### config.mk
export PLATFORM = sky130hd
export DESIGN_NAME = vdb_box
export DESIGN_NICKNAME = d
export VERILOG_FILES = /design/src/hw/rtl/vdb_pkg.sv /design/src/hw/rtl/vdb_box.sv
export SDC_FILE = /design/constraint.sdc
export NUM_CORES = 1
export LEC_CHECK = 0
export BUFFER_PORTS_ARGS = -buffer_cell sky130_fd_sc_hd__buf_2
export CAP_MARGIN = 10
export CORE_MARGIN = 4
export CORE_UTILIZATION = 61
export DETAILED_ROUTE_END_ITERATION = 8
export PLACE_DENSITY = 0.88
export SLEW_MARGIN = 10
export SYNTH_ARGS = -nofsm -noshare
export SYNTH_HDL_FRONTEND = slang
export SYNTH_SLANG_ARGS = --single-unit
### constraint.sdc
create_clock -name clk -period 6.3 [get_ports clk]
set_input_delay 0.945 -clock clk [delete_from_list [all_inputs] [get_ports clk]]
set_output_delay 0.945 -clock clk [all_outputs]
set_load 0.05 [all_outputs]
### src/hw/rtl/vdb_pkg.sv
package vdb_pkg;

	localparam int TABLE_DEPTH = 1024;
	localparam int IDX_W       = $clog2(TABLE_DEPTH);
	localparam int CNT_W       = IDX_W + 1;
	localparam int COMP_N      = 8;
	localparam int COMP_W      = 32;
	localparam int ENTRY_W     = COMP_N * COMP_W;
	localparam int TOL_W       = 16;
	localparam int VIDX_W      = 10;
	localparam int BOX_N       = 3;

	localparam logic [TOL_W-1:0]  TOL_RESET     = 16'd7;
	localparam logic [COMP_W-1:0] BOX_MOST_POS  = 32'h7FFF_FFFF;
	localparam logic [COMP_W-1:0] BOX_MOST_NEG  = 32'h8000_0000;

	// component order: pos x/y/z, tex u/v, normal x/y/z
	typedef logic [COMP_N-1:0][COMP_W-1:0] corner_t;
	typedef logic [BOX_N-1:0][COMP_W-1:0]  box_vec_t;

	typedef struct packed {
		logic clear;
		logic widen;
	} box_ctl_t;

	typedef enum logic [1:0] {
		ST_IDLE,
		ST_SCAN,
		ST_COMMIT,
		ST_EMIT
	} seq_state_t;

endpackage

### src/hw/rtl/vdb_box.sv
module vdb_box (
	input  logic                 clk,
	input  logic                 arst_n,
	input  vdb_pkg::box_ctl_t    ctl,
	input  vdb_pkg::box_vec_t    pos,
	output vdb_pkg::box_vec_t    box_min,
	output vdb_pkg::box_vec_t    box_max
);
	import vdb_pkg::*;

	box_vec_t min_q;
	box_vec_t max_q;

	always_ff @(posedge clk or negedge arst_n) begin
		if (!arst_n) begin
			for (int k = 0; k < BOX_N; k++) begin
				min_q[k] <= BOX_MOST_POS;
				max_q[k] <= BOX_MOST_NEG;
			end
		end else if (ctl.clear) begin
			for (int k = 0; k < BOX_N; k++) begin
				min_q[k] <= BOX_MOST_POS;
				max_q[k] <= BOX_MOST_NEG;
			end
		end else if (ctl.widen) begin
			for (int k = 0; k < BOX_N; k++) begin
				if ($signed(pos[k]) < $signed(min_q[k])) begin
					min_q[k] <= pos[k];
				end
				if ($signed(pos[k]) > $signed(max_q[k])) begin
					max_q[k] <= pos[k];
				end
			end
		end
	end

	assign box_min = min_q;
	assign box_max = max_q;

endmodule

* After elaboration in Yosys (flattened, before gate mapping)
Cells that the tools add are included.
Widths: inputs -> output; s select.
** Cells by class
- Order comparisons :: 6
- Mux-type cells :: 10
- Reduce and logical (&&, ||, !) cells :: 13
** Operators by type and width (count)
- $mux 96 :: 4
- $mux 32 :: 6
- $gt 32x32->1 :: 3
- $lt 32x32->1 :: 3
- $reduce_bool 2->1 :: 7
- $reduce_and 2->1 :: 6
** Storage, ports and cells
- Register bits :: 192

* Depth between registers and ports, before layout
- Depth in word-level cells :: 4
- Mapped depth :: 10
- Gate-level depth less buffers :: 9

* Least setup slack after synthesis
Ideal clock, no wire load.
- Kind :: input port to flip-flop
- From :: input pos[42] (netlist name)
- To :: register max_q, in the netlist box_max[63]
- Arrival time :: 3.109 ns
- Required time :: 6.225 ns
- Path slack :: 3.117 ns
- Cell stages on the path :: 9
- Path through :: ha_1 -> a21oi_1 -> nand2_1 -> a221oi_2 -> o221ai_1 -> a2111oi_2 -> mux2i_2 -> buf_6 -> mux2i_1
** On the way
- Word-level cells in the longest chain between the ends :: 3
** Ends and longest elaborated chain
- start, declared :: RTL line vdb_box.sv:5 : input vdb_pkg::box_vec_t pos,
- $gt 32x32->1 :: RTL line vdb_box.sv:30 : if ($signed(pos[k]) > $signed(max_q[k])) begin
- $reduce_bool 2->1 (no source line)
- $reduce_and 2->1 (no source line)
- end signal, assigned by index :: RTL line vdb_box.sv:31 : max_q[k] <= pos[k];
- end, declared :: RTL line vdb_box.sv:12 : box_vec_t max_q;
Every way passes these cells.
A chain may end at the register's enable or synchronous reset.

* Worst setup path in the final report
- From :: input pos[42] (netlist name)
- To :: register max_q, in the netlist box_max[42]
** On the way
- Word-level cells in the longest chain between the ends :: 3
- Elaborated cells between the ends (all ways) :: 6
** Ends and longest elaborated chain (RTL line)
- $gt 32x32->1 / $mux 32 (equally long branches) :: vdb_box.sv:30
- $reduce_bool 2->1 (no source line) / $mux 96 (equally long branches)
- $reduce_and 2->1 (no source line) / $mux 96 (equally long branches)
Parallel ways exist; a longest one is shown, timed or not. The select of a mux whose other input is x is not followed.

==> results.py <==
metrics = {
    "logic_synthesis": {
        "synthDominantCellAreaShare_pct": 18.2,
        "synth_top_area_cell": "dfstp_2",
        "synth-seq-cells": 192,
        "synth_cells": 1525,
        "yosysWarnings": 0,
        "ys_seq_area_share_pct": 35.5,
        "syn_area_per_cell_um2": 9.11,
        "yosysUniqueCellTypes": 41,
        "synthTopCellsByArea": "dfstp_2 (18%), dfrtp_1 (17%), ha_1 (17%), mux2i_1 (14%), nand2b_1 (8.8%)",
        "netlist_area_um2": 13900,
        "syn_nets": 1814,
    },
    "detailed_routing": {
        "drc": 0,
        "ant_nets": 0,
        "first_pass_iters": 5,
        "routed_wl_mm": 35.4,
        "num_vias": 11700,
        "vias_per_cell": 5.61,
        "wl_per_cell_um": 17.0,
        "drt_iter0_drc": 617,
    },
    "clock_tree": {
        "cts_tree": "built",
        "cts_setup_buffers": 0,
        "clk_latency_ns": 0.44,
        "root_buffer": "clkbuf_16",
        "path_clk_slew_ns": 0.08,
        "htreeDepth": 4,
        "cts_num_sinks": 192,
        "numCtsBuffers": 17,
        "cts_resized": 0,
        "clock_path_buffers": 2,
        "cts_hold_buf": 0,
    },
    "finish": {
        "drive_gt1_share_pct": 24.3,
        "finalNetCount": 2073,
        "syn_to_final_growth_pct": 16.3,
        "nFillCells": 1591,
    },
    "grt": {
        "grt_overflow": 0,
        "grt_antenna_before_repair": 2,
        "grt_max_degree": 187,
        "grt_pass1_vias": 11800,
        "grt_first_pass_wirelength_mm": 58.2,
        "grt_use_total_pct": 27.5,
    },
    "timing": {
        "slew_headroom_pct": 21.9,
        "period_share_pct": 63.2,
        "rsz0062_at_grt": "no",
        "drv_slew": 0,
        "worstMarginPinSlew_ns": 1.15,
        "worst_clock_skew_ns": 0.0176,
        "finalHoldViolations": 0,
        "max_freq_ghz": 0.251,
        "hold_ws_ns": 0.516,
        "setup_violations": 0,
        "period_needed_ns": 3.98,
        "final.setup.tns_ns": 0,
    },
    "floorplanning": {
        "die_area_um2": 25200,
        "die_w_um": 159,
        "die_h_um": 159,
        "ioPinCount": 292,
        "core_um2": 22100,
        "start_util_pct": 62.9,
        "fp-row-count": 54,
    },
    "status": {
        "status": "finished, final reports clean",
    },
    "place": {
        "portBuffers": 291,
        "gp_congestion": 0.900,
        "dpl.hpwl_mm": 26.6,
    },
    "setup_path": {
        "end_kind": "flop",
        "path_class": "input port to flop",
        "rrSetupSlack_ns": 2.54,
        "max_stage_delay_ns": 1.02,
        "crit_path_cell_trace": "buf_2 > ha_1 > a21oi_1 > nand2_1 > a221oi_2 > o221ai_1 > a2111oi_2 > mux2i_4 > buf_4 > mux2i_1",
        "worstPathRequired_ns": 6.66,
        "cp-start-kind": "input port",
        "arrival_ns": 4.34,
        "cp_max_fo": 23,
        "slowest_stage": "mux2i_4",
    },
    "power": {
        "worst_ir_drop_vdd_mv": 0.161,
        "p_leak_nw": 8.56,
        "powerDensity_nw_per_um2": 260,
        "power.total_mw": 4.20,
    },
    "run": {
        "cap_viol_max_count": 0,
    },
    "hold_path": {
        "worst_hold_path_type": "input port to asynchronous set/reset pin",
    },
}
-- kinds of logic after synthesis --
family | Yosys count | share of synthesized area [%]
multiplexers | 198 | 14.3
AO/OA/AOI/OAI | 156 | 6.76
adder cells (fa/ha/maj) | 189 | 17.0
buffers and inverters | 260 | 7.38
flip-flops | 192 | 35.5
AND/OR/NAND/NOR | 530 | 19.1
-- sequential cells by signal (all words and copies together), names as in the netlist --
register and count:
box_min 96, box_max 96
-- power breakdown --
group          internal (mW)  total, mW  switching (mW)  leakage, nW
sequential              1.41       1.52           0.114         2.31
combinational          0.507       1.59            1.09         5.98
clock                  0.543       1.08           0.536        0.269
total                   2.46       4.20            1.74         8.56
-- layer usage --
layer	routed length (um)	GRT usage (%)	up-vias
met2	17200	47.4	327
met1	15100	34.0	5638
met3	1980	5.60	80
met5	11	0	-
li1	-	-	5613
met4	1160	11.2	2
-- through the flow --
| stage | setup WS [ns] | cells | utilization (%) | instance area [um2] |
|---|---|---|---|---|
| floorplan | 3.12 | 1525 | - | 13900 |
| global placement | 1.99 | 2045 | 70.5 | 15600 |
| detailed placement | 1.85 | 2045 | 70.5 | 15600 |
| CTS | 2.30 | 2077 | 73.1 | 16200 |
| global route | 2.08 | 2078 | 73.1 | 16200 |
| finish | 2.32 | 2078 | 73.1 | 16200 |
-- worst max-delay path: cells and delay by family --
family          cells  cell delay (ns)
mux                 2             1.24
compound gates      4             1.23
buf+inv             2             0.51
fa+ha+maj           1             0.32
simple gates        1             0.08
-- synthesized netlist by cell type, drive strengths merged --
cell,n
nor2,208
inv,199
mux2i,198
nand2b,195
ha,189
dfrtp,96
dfstp,96
a21oi,79
nand2,54
clkbuf,43
o21ai,30
nand4,29
buf,18
nor3,11
nor2b,10
nand3,9
a21o,8
o211ai,8
a221oi,7
a311oi,4
and4,4
nor4,4
a31oi,3
o21a,3
or4,3
a2111o,2
a211oi,2
a21boi,2
a2bb2oi,2
o31ai,2
or3,2
a2111oi,1
nor4b,1
o221ai,1
o41a,1
o41ai,1
-- placed cells by master (no fill, tap or decap), drive strengths merged, types with 54 or more instances in the layout --
master | netlist | routed
a21oi | 79 | 79
buf | 18 | 299
dfrtp | 96 | 96
dfstp | 96 | 96
ha | 189 | 189
inv | 199 | 207
mux2i | 198 | 198
nand2 | 54 | 54
nand2b | 195 | 195
nor2 | 208 | 208
-- final cells by class --
cell class                 count  area (um2)  area share [%]
tap                          280         350            2.17
timing repair buffer         301        1550            9.59
clock inverter                13         116           0.720
multi-input combinational   1073        8010            49.6
inverter                     199         747            4.62
antenna                        1        2.50          0.0155
sequential                   192        4920            30.5
clock buffer                  19         453            2.80
-- worst paths after layout --
kind | startpoint | endpoint | cells past startpoint
setup reg to reg | box_max[42] | box_max[42] | 10
max in group asynchronous | arst_n | box_max[25] | 2
hold reg to reg | box_min[0] | box_min[0] | 2
min in group clk | box_min[0] | box_min[0] | 2
setup / recovery | pos[42] | box_max[42] | 10
hold / removal | arst_n | box_max[41] | 1
Note: power is estimated with default switching activity, not from simulation.
